[config.mk]
export PLATFORM = sky130hd
export DESIGN_NAME = gsmc_ctrl
export DESIGN_NICKNAME = d
export VERILOG_FILES = /design/src/gsmc_pkg.sv /design/src/gsmc_ctrl.sv
export VERILOG_INCLUDE_DIRS = /design/src /design/src/src
export SDC_FILE = /design/constraint.sdc
export NUM_CORES = 1
export LEC_CHECK = 0
export BUFFER_PORTS_ARGS = -buffer_cell sky130_fd_sc_hd__buf_2
export CORE_MARGIN = 2
export CORE_UTILIZATION = 40
export DETAILED_ROUTE_END_ITERATION = 6
export HOLD_SLACK_MARGIN = 0.08
export SKIP_CTS_REPAIR_TIMING = 1
export SYNTH_ARGS = -nofsm -noshare
export SYNTH_HDL_FRONTEND = slang
export SYNTH_SLANG_ARGS = --single-unit
[constraint.sdc]
create_clock -name clk -period 6.3 [get_ports clk]
set_clock_uncertainty 0.05 [all_clocks]
set_input_delay 0.945 -clock clk [delete_from_list [all_inputs] [get_ports clk]]
set_output_delay 0.945 -clock clk [all_outputs]
set_load 0.01 [all_outputs]
[src/greedy_square_mask_cover_assert.svh]
// Assertion macros for the mask cover RTL.
`ifndef GREEDY_SQUARE_MASK_COVER_ASSERT_SVH
`define GREEDY_SQUARE_MASK_COVER_ASSERT_SVH

// Same-cycle implication, disabled while in reset.
`define GSMC_ASSERT_IMP(label, c, r, ante, cons) \
  label: assert property (@(posedge c) disable iff (r) (ante) |-> (cons)) \
    else $error("gsmc assertion failed");

// Next-cycle implication, disabled while in reset.
`define GSMC_ASSERT_NXT(label, c, r, ante, cons) \
  label: assert property (@(posedge c) disable iff (r) (ante) |=> (cons)) \
    else $error("gsmc assertion failed");

`endif

[src/gsmc_pkg.sv]
`timescale 1ns / 1ps
package gsmc_pkg;

  localparam int DEF_MAX_WIDTH  = 256;
  localparam int DEF_MAX_HEIGHT = 256;

  // Register indexes on the configuration port
  localparam logic REG_WIDTH_IN_USE  = 1'b0;
  localparam logic REG_HEIGHT_IN_USE = 1'b1;

  localparam logic [8:0] CFG_RESET = 9'd256;

  // Command kinds
  localparam logic KIND_WRITE  = 1'b0;
  localparam logic KIND_SQUARE = 1'b1;

  typedef struct packed {
    logic       found;
    logic [7:0] corner_x;
    logic [7:0] corner_y;
    logic [8:0] side;
  } result_t;

endpackage

[src/gsmc_ctrl.sv]
`timescale 1ns / 1ps
`include "greedy_square_mask_cover_assert.svh"
module gsmc_ctrl import gsmc_pkg::*; #(
  parameter int MAX_WIDTH  = DEF_MAX_WIDTH,
  parameter int MAX_HEIGHT = DEF_MAX_HEIGHT
) (
  input  logic                                    clk,
  input  logic                                    rst,
  input  logic                                    start,
  output logic                                    busy,
  input  logic                                    kind,
  input  logic [7:0]                              pixel_x,
  input  logic [7:0]                              pixel_y,
  input  logic                                    pixel_value,
  input  logic [8:0]                              width_in_use,
  input  logic [8:0]                              height_in_use,
  output logic                                    done,
  output result_t                                 res,
  output logic                                    mem_we,
  output logic [$clog2(MAX_WIDTH*MAX_HEIGHT)-1:0] mem_waddr,
  output logic                                    mem_wdata,
  output logic [$clog2(MAX_WIDTH*MAX_HEIGHT)-1:0] mem_raddr_a,
  output logic [$clog2(MAX_WIDTH*MAX_HEIGHT)-1:0] mem_raddr_b,
  input  logic                                    mem_rdata_a,
  input  logic                                    mem_rdata_b
);

  localparam int DEPTH = MAX_WIDTH * MAX_HEIGHT;
  localparam int AW    = $clog2(DEPTH);
  localparam int XW    = $clog2(((MAX_WIDTH > MAX_HEIGHT) ? MAX_WIDTH : MAX_HEIGHT) + 1);
  localparam int VW    = ((XW > 9) ? XW : 9) + 1;

  localparam logic [2:0] S_INIT  = 3'd0;
  localparam logic [2:0] S_IDLE  = 3'd1;
  localparam logic [2:0] S_SCAN  = 3'd2;
  localparam logic [2:0] S_GROW  = 3'd3;
  localparam logic [2:0] S_CLEAR = 3'd4;

  logic [2:0]    state;
  logic [AW-1:0] init_cnt;
  logic [VW-1:0] cur_x, cur_y;
  logic [VW-1:0] pend_x, pend_y;
  logic          pend_v;
  logic [VW-1:0] grow, tap;
  logic          issued_all, gpend_v, gpend_last;
  logic [VW-1:0] cbx, cby;

  logic [VW-1:0] act_w, act_h, far_row, far_col;
  logic          accept, wr_item, pix_in, both_set;

  function automatic logic [AW-1:0] pix_addr(input logic [VW-1:0] x, input logic [VW-1:0] y);
    return AW'(y) * AW'(MAX_WIDTH) + AW'(x);
  endfunction

  assign act_w = (VW'(width_in_use) < VW'(MAX_WIDTH)) ? VW'(width_in_use) : VW'(MAX_WIDTH);
  assign act_h = (VW'(height_in_use) < VW'(MAX_HEIGHT)) ? VW'(height_in_use)
                                                         : VW'(MAX_HEIGHT);
  assign far_row  = cur_y + grow + VW'(1);
  assign far_col  = cur_x + grow + VW'(1);
  assign busy     = (state != S_IDLE);
  assign accept   = start && !busy;
  assign wr_item  = accept && (kind == KIND_WRITE);
  assign pix_in   = (VW'(pixel_x) < VW'(MAX_WIDTH)) && (VW'(pixel_y) < VW'(MAX_HEIGHT));
  assign both_set = mem_rdata_a && mem_rdata_b;

  // Read ports: scan probe on A, bottom row on A and right column on B while growing
  assign mem_raddr_a = (state == S_SCAN) ? pix_addr(cur_x, cur_y)
                                         : pix_addr(cur_x + tap, far_row);
  assign mem_raddr_b = pix_addr(far_col, cur_y + tap);

  always_comb begin
    case (state)
      S_INIT: begin
        mem_we    = 1'b1;
        mem_waddr = init_cnt;
        mem_wdata = 1'b0;
      end
      S_IDLE: begin
        mem_we    = wr_item && pix_in;
        mem_waddr = pix_addr(VW'(pixel_x), VW'(pixel_y));
        mem_wdata = pixel_value;
      end
      S_CLEAR: begin
        mem_we    = 1'b1;
        mem_waddr = pix_addr(cur_x + cbx, cur_y + cby);
        mem_wdata = 1'b0;
      end
      default: begin
        mem_we    = 1'b0;
        mem_waddr = '0;
        mem_wdata = 1'b0;
      end
    endcase
  end

  always_ff @(posedge clk) begin
    if (rst) begin
      state      <= S_INIT;
      init_cnt   <= '0;
      cur_x      <= '0;
      cur_y      <= '0;
      pend_v     <= 1'b0;
      issued_all <= 1'b0;
      gpend_v    <= 1'b0;
      done       <= 1'b0;
    end else begin
      done <= 1'b0;
      case (state)
        S_INIT: begin
          init_cnt <= init_cnt + AW'(1);
          if (init_cnt == AW'(DEPTH - 1)) begin
            state <= S_IDLE;
          end
        end
        S_IDLE: begin
          if (wr_item) begin
            cur_x <= '0;
            cur_y <= '0;
          end else if (accept) begin
            pend_v <= 1'b0;
            state  <= S_SCAN;
          end
        end
        S_SCAN: begin
          if (pend_v && mem_rdata_a) begin
            // set pixel found: park the cursor on it and start growing
            cur_x      <= pend_x;
            cur_y      <= pend_y;
            grow       <= '0;
            tap        <= '0;
            issued_all <= 1'b0;
            gpend_v    <= 1'b0;
            pend_v     <= 1'b0;
            state      <= S_GROW;
          end else if (cur_x >= act_w) begin
            cur_y        <= '0;
            pend_v       <= 1'b0;
            res.found    <= 1'b0;
            res.corner_x <= '0;
            res.corner_y <= '0;
            res.side     <= '0;
            done         <= 1'b1;
            state        <= S_IDLE;
          end else if (cur_y >= act_h) begin
            cur_x  <= cur_x + VW'(1);
            cur_y  <= '0;
            pend_v <= 1'b0;
          end else begin
            pend_x <= cur_x;
            pend_y <= cur_y;
            pend_v <= 1'b1;
            cur_y  <= cur_y + VW'(1);
          end
        end
        S_GROW: begin
          if ((gpend_v && !both_set) ||
              (!gpend_v && !issued_all && tap == '0 &&
               (far_row >= act_h || far_col >= act_w))) begin
            cbx     <= '0;
            cby     <= '0;
            gpend_v <= 1'b0;
            state   <= S_CLEAR;
          end else if (gpend_v && gpend_last) begin
            grow       <= grow + VW'(1);
            tap        <= '0;
            issued_all <= 1'b0;
            gpend_v    <= 1'b0;
          end else if (!issued_all) begin
            if (tap == '0 && (far_row >= act_h || far_col >= act_w)) begin
              cbx     <= '0;
              cby     <= '0;
              gpend_v <= 1'b0;
              state   <= S_CLEAR;
            end else begin
              gpend_v    <= 1'b1;
              gpend_last <= (tap == grow + VW'(1));
              issued_all <= (tap == grow + VW'(1));
              tap        <= tap + VW'(1);
            end
          end else begin
            gpend_v <= 1'b0;
          end
        end
        S_CLEAR: begin
          if (cby == grow) begin
            cby <= '0;
            cbx <= cbx + VW'(1);
          end else begin
            cby <= cby + VW'(1);
          end
          if (cbx == grow && cby == grow) begin
            res.found    <= 1'b1;
            res.corner_x <= cur_x[7:0];
            res.corner_y <= cur_y[7:0];
            res.side     <= 9'(grow + VW'(1));
            done         <= 1'b1;
            state        <= S_IDLE;
          end
        end
        default: state <= S_IDLE;
      endcase
    end
  end

  `GSMC_ASSERT_IMP(a_done_after_work, clk, rst, done, $past(state) != S_IDLE)
  `GSMC_ASSERT_IMP(a_miss_zero, clk, rst, done && !res.found,
                   res.side == 9'd0 && res.corner_x == 8'd0 && res.corner_y == 8'd0)
  `GSMC_ASSERT_IMP(a_hit_side, clk, rst, done && res.found, res.side != 9'd0)
  `GSMC_ASSERT_NXT(a_write_rewinds, clk, rst, start && !busy && kind == KIND_WRITE,
                   cur_x == '0 && cur_y == '0)
  `GSMC_ASSERT_IMP(a_no_write_on_read, clk, rst, state == S_SCAN || state == S_GROW, !mem_we)

endmodule

==> impl_metrics.json <==
{
  "worstRegToRegCells": 17,
  "rr_startpoint": "grow[0]",
  "die_w_um": 164,
  "rsz0062_at_grt": "false",
  "antenna_found_initial": 1,
  "gp_congestion": 0.875,
  "route.detailed.drc": 0,
  "finalCritPeriodShare_pct": 86.9,
  "final-max-slew-violation-count": 0,
  "dp_hpwl_mm": 21.9,
  "wl_met3_mm": 1.91,
  "pwr_density_cell_nw_per_um2": 170,
  "rows": 58,
  "n_fill_cell": 2427,
  "synth.net_count": 1281,
  "clk_latency_ns": 0.43,
  "die_area_um2": 26800,
  "wl_per_cell_um": 18.7,
  "grt_pass1_wl_mm": 46.0,
  "ios": 119,
  "rr_endpoint": "cby[6]",
  "power_w": 0.00200,
  "synthArstFlopShare_pct": 0,
  "power_leakage_nw": 4.90,
  "synth_edf_count": 87,
  "coreArea_um2": 25100,
  "synth_flop_cell": "edfxtp_1",
  "diodes": 0,
  "cp-start-kind": "flop",
  "nets": 1398,
  "fmax_mhz": 183,
  "worstSetupPathType": "reg -> out",
  "yosysUniqueCellTypes": 72,
  "cts_tree": "yes",
  "layout-drive-gt1-share_pct": 15.6,
  "rrSetupSlack_ns": 1.31,
  "cts_buffers": 17,
  "vias_per_cell": 5.53,
  "routed_wl_mm": 29.7,
  "cp.arrival_ns": 4.48,
  "hp-class": "reg -> reg",
  "clkSlewWorstSetupHoldPaths_ns": 0.06,
  "grt_pass1_vias": 8260,
  "drt_iter0_markers": 587,
  "clock_sinks": 130,
  "start_util_pct": 40.6,
  "cp-startpoint": "cur_x[1]",
  "vias": 8770,
  "syn_area_um2": 10200,
  "setup_tns_ns": 0,
  "dr.max_layer_used": "met4",
  "drt-met1-wl_mm": 13.4,
  "ys_seq_elements": 130,
  "dr.pass1.iters": 5,
  "hold_viol": 0,
  "grt_max_degree": 47,
  "cts_max_path_buffers": 2,
  "port_buffers": 118,
  "critPathMaxFanout": 6,
  "drv_cap": 0,
  "period_minus_slack_ns": 5.47,
  "area_growth_pct": 15.9,
  "drtAntennaViolNets": 0,
  "endpoint_kind": "primary output",
  "worst_pin_slew_ns": 1.04,
  "setup_violations": 0,
  "status": "finished, final reports clean",
  "ys_warn_count": 0,
  "gr-total-overflow": 0,
  "avgSynthCellArea_um2": 9.04,
  "cts-root-buf": "clkbuf_16",
  "synth_seq_area_share_pct": 34.1,
  "synthesis.instances": 1127,
  "whs_ns": 0.453,
  "worst_ir_drop_vdd_v": 0.000154,
  "cp.required_ns": 5.30,
  "htreeDepth": 4,
  "relSlewSlack_pct": 30.6,
  "gr-usage-all-layers_pct": 22.6,
  "endpoint": "mem_waddr[15]",
  "wl_met2_mm": 13.7,
  "die_h_um": 164
}
[cell families after synthesis]
kind of cell | Yosys count | share of synthesized area (%)
compound gates | 241 | 15.2
xor+xnor | 146 | 13.0
fa+ha+maj | 114 | 14.6
buf+inv | 88 | 3.42
flops | 130 | 34.1
mux | 5 | 0.491
simple gates | 403 | 19.2
[area by class of cell]
class                   count  area (um^2)  area share (%)
flip-flops and latches    130         3470            29.4
inverters                  45          169            1.43
clock buffers              18          429            3.64
multi-input cells         909         6380            54.0
well taps                 330          413            3.50
clock inverters            14          176            1.50
repair buffers            141          763            6.47
[report_power, final]
part | internal (W) | switching (W) | total (W)
registers | 0.000900 | 0.00000212 | 0.000902
clock network | 0.000629 | 0.000412 | 0.00104
logic | 0.0000264 | 0.0000350 | 0.0000614
[metrics by stage]
stage	util (%)	area (um^2)	std cells	setup slack, ns
3_5_place_dp	44.6	11200	1555	1.29
4_1_cts	47.0	11800	1587	0.796
2_1_floorplan	-	10200	1127	1.68
3_3_place_gp	44.6	11200	1555	1.40
6_report	47.0	11800	1587	0.826
5_1_grt	47.0	11800	1587	0.497
[critical path, stage by stage, from the launching register on]
cell and delay (ns):
dfxtp_1 0.43, buf_4 0.22, ha_1 0.25, a21o_1 0.15, a21oi_1 0.23, o21bai_1 0.09
a21oi_1 0.21, o21ai_0 0.19, a21o_1 0.21, a21o_1 0.20, xor2_1 0.14, ha_1 0.28
a21oi_1 0.06, nor2_1 0.15, nand3_1 0.13, nor3b_1 0.28, xnor3_1 0.30, nand2_1 0.07
a221oi_1 0.27, buf_2 0.18
[how the worst min path moves through the flow]
stage / start / to / slack [ns] / cells after the start
3_5_place_dp: pend_y[0] / cur_y[0] / 0.44 / 2
3_3_place_gp: pend_y[0] / cur_y[0] / 0.44 / 2
5_1_grt: pend_y[6] / cur_y[6] / 0.49 / 2
2_1_floorplan: cur_x[9] / pend_x[9] / 0.38 / 0
6_report: pend_y[0] / cur_y[0] / 0.45 / 2
4_1_cts: pend_y[0] / cur_y[0] / 0.45 / 2
[layer usage]
layer  GRT usage [%]  vias up
met1            31.3     4186
li1                -     4274
met4            7.81        0
met3            4.16       42
met5               0        -
met2            35.5      268
[state kept, by name, summed over array words and instances, names as in the netlist]
register    flops
state           3
cur_x          10
issued_all      1
gpend_last      1
pend_y         10
cby            10
pend_x         10
done            1
grow           10
gpend_v         1
cbx            10
cur_y          10
pend_v          1
tap            10
init_cnt       16
res            26
[placed cells by master, fill, tap and decap left out, drive strengths merged, types with 6 or more instances in the layout]
cell type / netlist / final
buf: 11 / 141
nor2: 136 / 136
ha: 104 / 104
nand2: 92 / 92
edfxtp: 87 / 87
xor2: 75 / 75
xnor2: 70 / 70
a21oi: 69 / 69
o21ai: 61 / 61
inv: 43 / 49
dfxtp: 43 / 43
nand3: 42 / 42
nor3: 24 / 24
a21o: 22 / 22
clkbuf: 32 / 18
a22oi: 16 / 16
and2: 16 / 16
nor4: 15 / 15
nand4: 14 / 14
and3: 11 / 11
o21bai: 10 / 10
nor2b: 10 / 10
or3: 10 / 10
a211oi: 10 / 10
a31oi: 10 / 10
fa: 9 / 9
o21a: 8 / 8
nand3b: 7 / 7
or2: 7 / 7
nor3b: 6 / 6
[cell usage after synthesis (all sizes together) (15+ instances only)]
library cell	n	area share, %
a21o	22	1.6
a21oi	69	3.4
a22oi	16	1.2
and2	16	0.98
clkbuf	32	1.2
dfxtp	43	8.5
edfxtp	87	26
ha	104	13
inv	43	1.6
nand2	92	3.5
nand3	42	2.1
nor2	136	5.0
nor3	24	1.2
nor4	15	1.0
o21ai	61	3.0
xnor2	70	6.0
xor2	75	6.7
(Power assumes the default switching activity.)
