**src/greedy_square_mask_cover_assert.svh**
```systemverilog
// Assertion macros for the mask cover RTL.
`ifndef GREEDY_SQUARE_MASK_COVER_ASSERT_SVH
`define GREEDY_SQUARE_MASK_COVER_ASSERT_SVH

// Same-cycle implication, disabled while in reset.
`define GSMC_ASSERT_IMP(label, c, r, ante, cons) \
  label: assert property (@(posedge c) disable iff (r) (ante) |-> (cons)) \
    else $error("gsmc assertion failed");

// Next-cycle implication, disabled while in reset.
`define GSMC_ASSERT_NXT(label, c, r, ante, cons) \
  label: assert property (@(posedge c) disable iff (r) (ante) |=> (cons)) \
    else $error("gsmc assertion failed");

`endif

```
**src/gsmc_pkg.sv**
```systemverilog
`timescale 1ns / 1ps
package gsmc_pkg;

  localparam int DEF_MAX_WIDTH  = 256;
  localparam int DEF_MAX_HEIGHT = 256;

  // Register indexes on the configuration port
  localparam logic REG_WIDTH_IN_USE  = 1'b0;
  localparam logic REG_HEIGHT_IN_USE = 1'b1;

  localparam logic [8:0] CFG_RESET = 9'd256;

  // Command kinds
  localparam logic KIND_WRITE  = 1'b0;
  localparam logic KIND_SQUARE = 1'b1;

  typedef struct packed {
    logic       found;
    logic [7:0] corner_x;
    logic [7:0] corner_y;
    logic [8:0] side;
  } result_t;

endpackage

```
**src/gsmc_cfg.sv**
```systemverilog
`timescale 1ns / 1ps
module gsmc_cfg import gsmc_pkg::*; (
  input  logic        clk,
  input  logic        rst,
  input  logic        psel,
  input  logic        penable,
  input  logic        pwrite,
  input  logic [2:0]  paddr,
  input  logic [31:0] pwdata,
  output logic [31:0] prdata,
  output logic        pready,
  output logic [8:0]  width_in_use,
  output logic [8:0]  height_in_use
);

  logic wr_en;
  logic reg_idx;

  assign pready  = 1'b1;
  assign reg_idx = paddr[2];
  assign wr_en   = psel && penable && pwrite && pready;

  always_ff @(posedge clk) begin
    if (rst) begin
      width_in_use  <= CFG_RESET;
      height_in_use <= CFG_RESET;
    end else if (wr_en) begin
      case (reg_idx)
        REG_WIDTH_IN_USE:  width_in_use  <= pwdata[8:0];
        REG_HEIGHT_IN_USE: height_in_use <= pwdata[8:0];
        default: ;
      endcase
    end
  end

  always_comb begin
    case (reg_idx)
      REG_WIDTH_IN_USE:  prdata = {23'd0, width_in_use};
      REG_HEIGHT_IN_USE: prdata = {23'd0, height_in_use};
      default:           prdata = 32'd0;
    endcase
  end

endmodule

```
**config.mk**
```make
export PLATFORM = sky130hd
export DESIGN_NAME = gsmc_cfg
export DESIGN_NICKNAME = d
export VERILOG_FILES = /design/src/greedy_square_mask_cover_assert.svh /design/src/gsmc_pkg.sv /design/src/gsmc_cfg.sv
export SDC_FILE = /design/constraint.sdc
export NUM_CORES = 1
export LEC_CHECK = 0
export ABC_AREA = 1
export BUFFER_PORTS_ARGS = -buffer_cell sky130_fd_sc_hd__buf_2
export CAP_MARGIN = 25
export CORE_MARGIN = 2
export CORE_UTILIZATION = 39
export CTS_BUF_LIST = sky130_fd_sc_hd__clkbuf_8
export CTS_CLUSTER_SIZE = 24
export DETAILED_ROUTE_END_ITERATION = 8
export PLACE_DENSITY = 0.82
export REMOVE_ABC_BUFFERS = 1
export SETUP_SLACK_MARGIN = 0.1
export SLEW_MARGIN = 25
export SYNTH_ARGS = -nofsm -noshare
export SYNTH_HDL_FRONTEND = slang
export SYNTH_SLANG_ARGS = --single-unit
```
**constraint.sdc**
```tcl
create_clock -name clk -period 1.4 [get_ports clk]
set_clock_uncertainty 0.2 [all_clocks]
set_input_delay 0.35 -clock clk [delete_from_list [all_inputs] [get_ports clk]]
set_output_delay 0.35 -clock clk [all_outputs]
set_load 0.05 [all_outputs]
```
==> impl_metrics.csv, run 1 <==
group,metric,value,unit
power,power_density,845,nW/um^2
synthesis,synth_cells,162,
clocking,clock_sinks,18,
drt,drt_iter0_drc,18,
timing,fin_ws,-0.0609,ns
timing,setup_viol,9,
clocking,cts_buffers,3,
floorplanning,die_h,55.9,um
critical_path,r2r_start,"width_in_use[8]",
clocking,cts.path.max_buffers,2,
min_path,hold_class,"in2reg",
run_status,violations,"negative setup slack",
synthesis,yosysTopAreaCell,"dfxtp_1",
global_routing,grt_max_degree,19,
cells_and_area,multiInputGateArea,557,um^2
clocking,clkTransAtPathRegs,0.07,ns
critical_path,critPathArrivalTime,0.91,ns
cells_and_area,stdcell_area,1660,um^2
cells_and_area,nFillCells,243,
global_routing,track_usage,0.168,
timing,rsz0062_at_grt,"yes",
synthesis,synth.area.mux_share,0,
timing,maxSlewViolCount,0,
min_path,hp-start,"pwdata[8]",
drt,wirelength,2880,um
synthesis,synth_top_family_by_area,"simple AND/OR/NAND/NOR gates",
power,p_sw,534,uW
global_routing,gr-total-overflow,0,
synthesis,synth_top_area_frac,0.343,
drt,ant_nets,0,
cells_and_area,fin_nets,261,
power,internal-power,872,uW
timing,period_minus_slack,1.46,ns
clocking,worstSkewPairLatency,0.25,ns
synthesis,synth_xor_area_frac,0,
critical_path,cp.required,0.85,ns
floorplanning,initial_utilization,0.416,
synthesis,ys_types,13,
floorplanning,num_rows,18,
drt,first_pass_iters,4,
synthesis,synthAdderAreaFrac,0,
floorplanning,dieArea,3120,um^2
drt,drc,0,
clocking,cts_tree,"built",
global_routing,antenna_found_initial,0,
synthesis,ys_ff_latch,18,
synthesis,synth_compound_area_frac,0.00954,
synthesis,synthTopCellsByArea,"dfxtp_1 (34%), buf_4 (19%), nand2_1 (16%)",
floorplanning,num_io_pins,91,
run_status,outcome,"finished with violations",
drt,avgRoutedWirePerCell,11.6,um
synthesis,syn_area,1050,um^2
timing,max_clock_freq,684,MHz
cells_and_area,seq_area,385,um^2
synthesis,synth-simple-area-share,0.402,
power,comb_power_share,0.358,
drt,vias,1122,
timing,period_share,1.04,
critical_path,worstSetupEndpointType,"output pin",
power,power_frac_seq,0.391,
critical_path,r2r-end,"width_in_use[8]",
critical_path,cp-start-kind,"flip-flop",
synthesis,synth_seq_area_share,0.343,
floorplanning,coreArea,2520,um^2
place,placed_area,1230,um^2
timing,worst_hold_slack,0.134,ns
global_routing,grt_pass1_vias,989,
place,io_buffers,41,
cells_and_area,area_delta_synth_final,58.4,%
min_path,hold_path_depth,3,
place,place.gp.congestion,0.728,
global_routing,grt_pass1_wl,4230,um
clocking,htree_levels,1,
timing,hold_viol,0,
power,power.leakage,0.851,nW
critical_path,cp_max_fo,3,
power,irDropWorstVdd,587,uV
critical_path,rr_worst_depth,2,
floorplanning,die_w,55.9,um
critical_path,crit_type,"reg2out",
clocking,cts_root_buf,"clkbuf_8",
synthesis,yosys_warnings,0,
job,maxCapViolCount,0,
critical_path,r2r_slack,0.53,ns
power,swShare,0.380,
drt,routed_via_density,4.51,
cells_and_area,antenna_cells,0,
cells_and_area,final_util,0.659,
min_path,min_to,"height_in_use[8]",
synthesis,syn_avg_cell_area,6.48,um^2
cells_and_area,drive_gt1_frac,0.425,
place,dpl.hpwl,1620,um
power,pwr-share-clk,0.251,
==> flip-flops by register name, indices dropped and copies added (netlist names) <==
register,flops
height_in_use,9
width_in_use,9
==> how the worst max path moves through the flow <==
stage | start | to | cells after the start
2_1_floorplan | height_in_use[0] | prdata[0] | 2
3_3_place_gp | paddr[2] | prdata[4] | 5
3_5_place_dp | paddr[2] | prdata[5] | 5
4_1_cts | width_in_use[8] | prdata[8] | 3
5_1_grt | height_in_use[8] | prdata[8] | 3
6_report | height_in_use[8] | prdata[8] | 3
==> cell type report <==
class,count,area share
timing repair buffer,59,0.357
tap,30,0.0226
multi-input combinational,128,0.335
sequential,18,0.232
inverter,11,0.0293
clock buffer,3,0.0248
==> kinds of logic after synthesis <==
group,count (synthesis)
AO/OA/AOI/OAI,2
buffers and inverters,40
flip-flops,18
other,2
AND/OR/NAND/NOR,100
==> timing repair <==
action                                  4_1_cts  5_1_grt
pin swaps                                    10       13
resized for setup                            78       24
buffers inserted                              5        4
hold buffers                                  0        0
gates cloned                                  1        2
endpoints found under the setup margin       27       38
==> power by group through the flow <==
stage                     Sequential [mW]  Combinational [mW]  Clock, mW
final                               0.550               0.504      0.352
after global placement              0.554               0.402          0
after floorplan                     0.616               0.252          0
after CTS                           0.548               0.473      0.359
after detailed placement            0.554               0.404          0
after global routing                0.552               0.530      0.382
==> critical path: stages (launching register included) <==
cell     delay [ns]
dfxtp_2        0.35
nand2_1        0.06
nand2_1        0.09
buf_6          0.16
==> per-stage QoR <==
step           setup slack (ns)  power [mW]  TNS [ns]  instances
5_1_grt                  -0.124        1.46    -0.790        249
3_3_place_gp             -0.227       0.956     -2.73        234
4_1_cts                 -0.0201        1.38    -0.160        243
2_1_floorplan            -0.229       0.868     -2.06        155
3_5_place_dp             -0.226       0.959     -2.91        234
6_report                -0.0609        1.41    -0.266        249
==> synth_stat cells (all sizes together) <==
cell type and instances:
nand2 46, nor2 35, clkbuf 1, dfxtp 18, conb 2, nand3 19
inv 10, clkinv 1, buf 28, o21ai 2
==> layout by cell type (no fill, tap or decap), types with 5 or more instances in the layout <==
cell,count
inv_1,9
nor2_1,32
nand2_2,5
buf_2,13
dfxtp_2,17
nand3_1,17
conb_1,24
buf_8,9
nand2_1,41
buf_6,22
buf_4,13
==> metal layers <==
metal | share of wire | GRT usage | vias up
li1 | - | - | 566
met1 | 0.37 | 0.191 | 509
met2 | 0.58 | 0.323 | 43
met3 | 0.046 | 0.0140 | 4
met4 | 0.013 | 0.0612 | 0
met5 | 0 | 0 | -
No activity file was read; power rests on OpenSTA's default activity.
==> run 2, diff against run 1 <==
--- a/config.mk
+++ b/config.mk
@@ -9,11 +9,12 @@
 export BUFFER_PORTS_ARGS = -buffer_cell sky130_fd_sc_hd__buf_2
 export CAP_MARGIN = 25
 export CORE_MARGIN = 2
-export CORE_UTILIZATION = 39
+export CORE_UTILIZATION = 42
 export CTS_BUF_LIST = sky130_fd_sc_hd__clkbuf_8
 export CTS_CLUSTER_SIZE = 24
 export DETAILED_ROUTE_END_ITERATION = 8
-export PLACE_DENSITY = 0.82
+export PLACE_DENSITY = 0.88
+export RECOVER_POWER = 100
 export REMOVE_ABC_BUFFERS = 1
 export SETUP_SLACK_MARGIN = 0.1
 export SLEW_MARGIN = 25
==> constraint.sdc (replaced) <==
create_clock -name clk -period 1.8 [get_ports clk]
set_clock_uncertainty 0.2 [all_clocks]
set_input_delay 0.45 -clock clk [delete_from_list [all_inputs] [get_ports clk]]
set_output_delay 0.45 -clock clk [all_outputs]
set_load 0.05 [all_outputs]
==> run 2 against run 1 <==
  * Power down 28%
  * Clock power shrank 21%
  * Largest power group unchanged
  * The run now ends clean
  * Combinational power shrank 38%
  * Sequential power decreased by 23%
  * Clock-buffer cell count did not move
  * Non-clock buffer count decreased by 13
==> impl_metrics.csv, run 2 (synthesis gave the netlist of run 1 again) <==
group,metric,value,unit
power,power_frac_seq,0.416,
critical_path,worstSetupEndpointType,"output pin",
power,power_density,805,nW/um^2
place,dpl.hpwl,1520,um
clocking,cts_buffers,3,
drt,drt_iter0_drc,17,
critical_path,r2r_start,"height_in_use[6]",
floorplanning,die_w,54.0,um
place,dp_slack,-0.0370,ns
min_path,min_to,"width_in_use[8]",
floorplanning,num_rows,18,
min_path,hold_class,"in2reg",
power,power.leakage,0.703,nW
timing,period_minus_slack,1.71,ns
global_routing,gr-total-overflow,0,
place,place_inst,230,
drt,routed_via_density,4.37,
power,irDropWorstVdd,349,uV
clocking,cts.path.max_buffers,2,
drt,vias,1023,
clocking,cts_setup_buffers,0,
clocking,htree_levels,1,
clocking,worstSkewPairLatency,0.25,ns
timing,max_clock_freq,585,MHz
global_routing,antenna_found_initial,0,
critical_path,cp_max_fo,9,
job,maxCapViolCount,0,
cells_and_area,final_common_cell,"nand2_1",
critical_path,cp.required,1.15,ns
cells_and_area,top_regs,"height_in_use (9), width_in_use (9)",
critical_path,cp-start-kind,"input pin",
global_routing,track_usage,0.167,
power,pwr-share-clk,0.274,
power,comb_power_share,0.310,
drt,drc,0,
clocking,cts_tree,"built",
global_routing,grt_pass1_wl,3350,um
timing,period_share,0.950,
global_routing,grt_pass1_vias,805,
drt,wirelength,2270,um
timing,rsz0062_at_grt,"no",
drt,avgRoutedWirePerCell,9.68,um
floorplanning,die_h,54.0,um
cells_and_area,antenna_cells,0,
cells_and_area,fin_nets,246,
critical_path,crit_type,"in2out",
critical_path,critPathArrivalTime,1.06,ns
cells_and_area,layout_common_cells,"nand2_1 (46), nor2_1 (33), conb_1 (24), nand3_1 (19), clkbuf_2 (19)",
min_path,hold_path_depth,3,
timing,fin_ws,0.0897,ns
min_path,hp-start,"pwdata[8]",
floorplanning,coreArea,2430,um^2
place,place.gp.congestion,0.685,
timing,tightest_slew,0.705,ns
power,internal-power,620,uW
floorplanning,dieArea,2920,um^2
timing,hold_viol,0,
clocking,clkTransAtPathRegs,0.06,ns
cells_and_area,drive_gt1_frac,0.240,
critical_path,r2r-end,"height_in_use[6]",
power,p_sw,396,uW
global_routing,grt_max_degree,19,
critical_path,rr_worst_depth,2,
critical_path,r2r_slack,0.99,ns
cells_and_area,fin_cells,234,
clocking,cts_root_buf,"clkbuf_8",
timing,setup_viol,0,
timing,maxSlewHeadroom,0.528,
timing,maxSlewViolCount,0,
drt,ant_nets,0,
floorplanning,num_io_pins,91,
clocking,clock_sinks,18,
cells_and_area,area_delta_synth_final,20.1,%
power,swShare,0.390,
drt,first_pass_iters,4,
place,io_buffers,41,
run_status,outcome,"finished clean",
floorplanning,initial_utilization,0.432,
[run 2: what timing repair did]
item | in CTS | in global routing
endpoints found under the setup margin | 9 | 9
hold buffers | 0 | 0
gates resized for setup | 17 | 6
cloned | 0 | 1
[run 2: final cells by class]
class / instances / area (um^2)
Multi-Input combinational cell: 126 / 509
Tap cell: 30 / 37.5
Inverter: 11 / 48.8
Sequential cell: 18 / 360
Clock buffer: 3 / 41.3
Timing Repair Buffer: 46 / 264
Fill cell: 250 / 1170
[run 2: how the worst max path moves through the flow]
stage / start / to / slack [ns] / depth (start not counted)
after floorplan: height_in_use[0] / prdata[0] / 0.07 / 2
after global placement: paddr[2] / prdata[4] / -0.03 / 5
after detailed placement: paddr[2] / prdata[1] / -0.04 / 5
after CTS: paddr[2] / prdata[4] / 0.09 / 5
final: paddr[2] / prdata[4] / 0.09 / 5
after global routing: paddr[2] / prdata[4] / 0.05 / 5
[run 2: power by group through the flow]
stage | Clock [mW] | Sequential, mW | Combinational [mW]
floorplan | 0 | 0.479 | 0.196
global placement | 0 | 0.430 | 0.306
detailed placement | 0 | 0.431 | 0.307
CTS | 0.281 | 0.422 | 0.321
global route | 0.295 | 0.424 | 0.338
finish | 0.278 | 0.422 | 0.315
[run 2: metal layers]
| metal | share of wire | global-route usage | wire, um |
|---|---|---|---|
| met5 | 0 | 0 | 0 |
| met4 | 0.013 | 0.146 | 30 |
| met3 | 0.076 | 0.0194 | 172 |
| met2 | 0.49 | 0.260 | 1110 |
| met1 | 0.42 | 0.201 | 948 |
[run 2: worst max-delay path, stage by stage]
cell and delay (ns):
buf_6 0.11, buf_12 0.13, nand2_1 0.05, nand2_1 0.06, clkbuf_2 0.26
[run 2: per-stage QoR]
| stage | utilization | hold WS (ns) | TNS [ns] | cell area, um^2 | total power, mW |
|---|---|---|---|---|---|
| floorplan | - | 0.376 | 0 | 923 | 0.675 |
| global placement | 0.492 | 0.283 | -0.224 | 1200 | 0.736 |
| detailed placement | 0.492 | 0.282 | -0.253 | 1200 | 0.738 |
| CTS | 0.530 | 0.223 | 0 | 1290 | 1.02 |
| global route | 0.519 | 0.256 | 0 | 1260 | 1.06 |
| finish | 0.519 | 0.224 | 0 | 1260 | 1.02 |
==> run 3, diff against run 2 <==
--- a/config.mk
+++ b/config.mk
@@ -9,11 +9,11 @@
 export BUFFER_PORTS_ARGS = -buffer_cell sky130_fd_sc_hd__buf_2
 export CAP_MARGIN = 25
 export CORE_MARGIN = 2
-export CORE_UTILIZATION = 42
+export CORE_UTILIZATION = 40
 export CTS_BUF_LIST = sky130_fd_sc_hd__clkbuf_8
 export CTS_CLUSTER_SIZE = 24
 export DETAILED_ROUTE_END_ITERATION = 8
-export PLACE_DENSITY = 0.88
+export PLACE_DENSITY = 0.84
 export RECOVER_POWER = 100
 export REMOVE_ABC_BUFFERS = 1
 export SETUP_SLACK_MARGIN = 0.1
==> run 3 against run 2 <==
  * Combinational power increased by 4%
  * Routed wire length is 3.4% higher
  * Hold slack improved by 0.0014 ns
  * Via count is 3.3% higher
  * Core utilization up 1.8 points
  * Clock power rose by 20%
  * Final cell count grew 2.1%
  * Power up 6.7%
  * First-iteration DRC count up 110%
  * Non-clock buffer count rose by 4
  * Register-to-register slack barely moved
  * Highest routed layer unchanged
  * Sequential power hardly changed
==> impl_metrics.csv, run 3 (synthesis gave the netlist of run 1 again) <==
group,metric,value,unit
floorplanning,coreArea,2480,um^2
clocking,htree_levels,1,
critical_path,crit_type,"in2out",
critical_path,worstSetupEndpointType,"output pin",
timing,maxSlewHeadroom,0.526,
cells_and_area,drive_gt1_frac,0.263,
clocking,clock_sinks,18,
global_routing,grt_max_degree,19,
critical_path,cp.required,1.15,ns
power,irDropWorstVdd,345,uV
cells_and_area,layout_common_cells,"nand2_1 (46), nor2_1 (33), conb_1 (24), nand3_1 (19)",
job,maxCapViolCount,0,
place,io_buffers,41,
timing,rsz0062_at_grt,"no",
critical_path,cp-start-kind,"input pin",
timing,tightest_slew,0.709,ns
floorplanning,num_io_pins,91,
cells_and_area,final_common_cell,"nand2_1",
clocking,cts_hold_buf,0,
cells_and_area,nFillCells,280,
timing,setup_viol,0,
critical_path,critPathArrivalTime,1.07,ns
global_routing,gr-usage-met3,0.0258,
timing,period_minus_slack,1.72,ns
timing,hold_viol,0,
critical_path,cp_max_fo,6,
power,power_density,814,nW/um^2
drt,ant_nets,0,
power,totalPowerFinal,1.08,mW
global_routing,use_met2,0.298,
cells_and_area,area_delta_synth_final,26.7,%
floorplanning,dieArea,3050,um^2
floorplanning,initial_utilization,0.424,
min_path,hold_class,"in2reg",
place,place.gp.congestion,0.749,
timing,worst_hold_slack,0.226,ns
global_routing,track_usage,0.157,
clocking,worstSkewPairLatency,0.25,ns
clocking,cts_tree,"built",
drt,routed_via_density,4.42,
drt,drc,0,
global_routing,grt_pass1_wl,3840,um
clocking,clkTransAtPathRegs,0.07,ns
clocking,cts_buffers,3,
cells_and_area,top_regs,"height_in_use (9), width_in_use (9)",
global_routing,grtUsageMet1,0.164,
drt,first_pass_iters,4,
drt,wirelength,2340,um
global_routing,gr-total-overflow,0,
clocking,cts.path.max_buffers,2,
global_routing,grt_pass1_vias,904,
timing,period_share,0.957,
run_status,outcome,"finished clean",
drt,avgRoutedWirePerCell,9.80,um
global_routing,antenna_found_initial,0,
timing,max_clock_freq,580,MHz
cells_and_area,fin_nets,250,
floorplanning,num_rows,18,
global_routing,grt-busiest-layer,"met2",
drt,drt_iter0_drc,35,
drt,vias,1057,
place,dpl.hpwl,1590,um
timing,maxSlewViolCount,0,
cells_and_area,antenna_cells,0,
floorplanning,die_h,55.2,um
clocking,cts_root_buf,"clkbuf_8",
power,power.leakage,0.740,nW
floorplanning,die_w,55.2,um
==> run 3: cell count changes in the layout (fill, tap and decap cells not counted), sizes merged <==
cell,previous run,this run
clkbuf,26,29
buf,23,25
==> run 3: final timing paths <==
path	startpoint	end	slack, ns	depth (start not counted)
hold / removal	pwdata[8]	height_in_use[8]	0.23	3
setup reg to reg	height_in_use[5]	height_in_use[5]	1.00	2
hold reg to reg	height_in_use[8]	height_in_use[8]	0.30	2
setup / recovery	paddr[2]	prdata[0]	0.08	5
==> run 3: stage by stage <==
step | instance area [um^2] | setup TNS [ns] | utilization | cells | setup slack, ns
6_report | 1330 | 0 | 0.537 | 239 | 0.0771
5_1_grt | 1330 | 0 | 0.537 | 239 | 0.0602
4_1_cts | 1350 | 0 | 0.545 | 238 | 0.108
3_5_place_dp | 1210 | -0.318 | 0.489 | 232 | -0.0652
3_3_place_gp | 1210 | -0.124 | 0.489 | 232 | -0.0545
2_1_floorplan | 923 | 0 | - | 155 | 0.0706
==> run 3: where the power goes <==
group	total, mW	switching [mW]	leakage [nW]	internal (mW)
logic	0.327	0.259	0.565	0.0680
clock network	0.334	0.140	0.0288	0.194
registers	0.422	0.00961	0.146	0.412
==> run 3: metal layers <==
| metal | up-vias | part of all wire |
|---|---|---|
| met3 | 2 | 0.061 |
| met4 | 0 | 0.012 |
| met5 | - | 0 |
| met1 | 474 | 0.42 |
| met2 | 42 | 0.51 |
| li1 | 539 | - |
==> run 3: area by class of cell <==
type | count | area [um^2] | share of cell area
repair buffers | 50 | 319 | 0.240
clock buffers | 4 | 55.1 | 0.0414
inverters | 11 | 48.8 | 0.0367
flip-flops and latches | 18 | 360 | 0.271
well taps | 30 | 37.5 | 0.0282
multi-input cells | 126 | 509 | 0.383
==> run 3: repair_timing <==
action | 4_1_cts | 5_1_grt
setup buffers | 2 | 0
hold endpoints to repair | 0 | 0
gates cloned | 0 | 1
endpoints found under the setup margin | 9 | 9
gates resized for setup | 22 | 4
==> run 3: worst max-delay path, cell delays in order <==
cell and delay (ns):
buf_6 0.12, clkbuf_16 0.15, nand2_1 0.05, nand2_1 0.06
buf_2 0.25
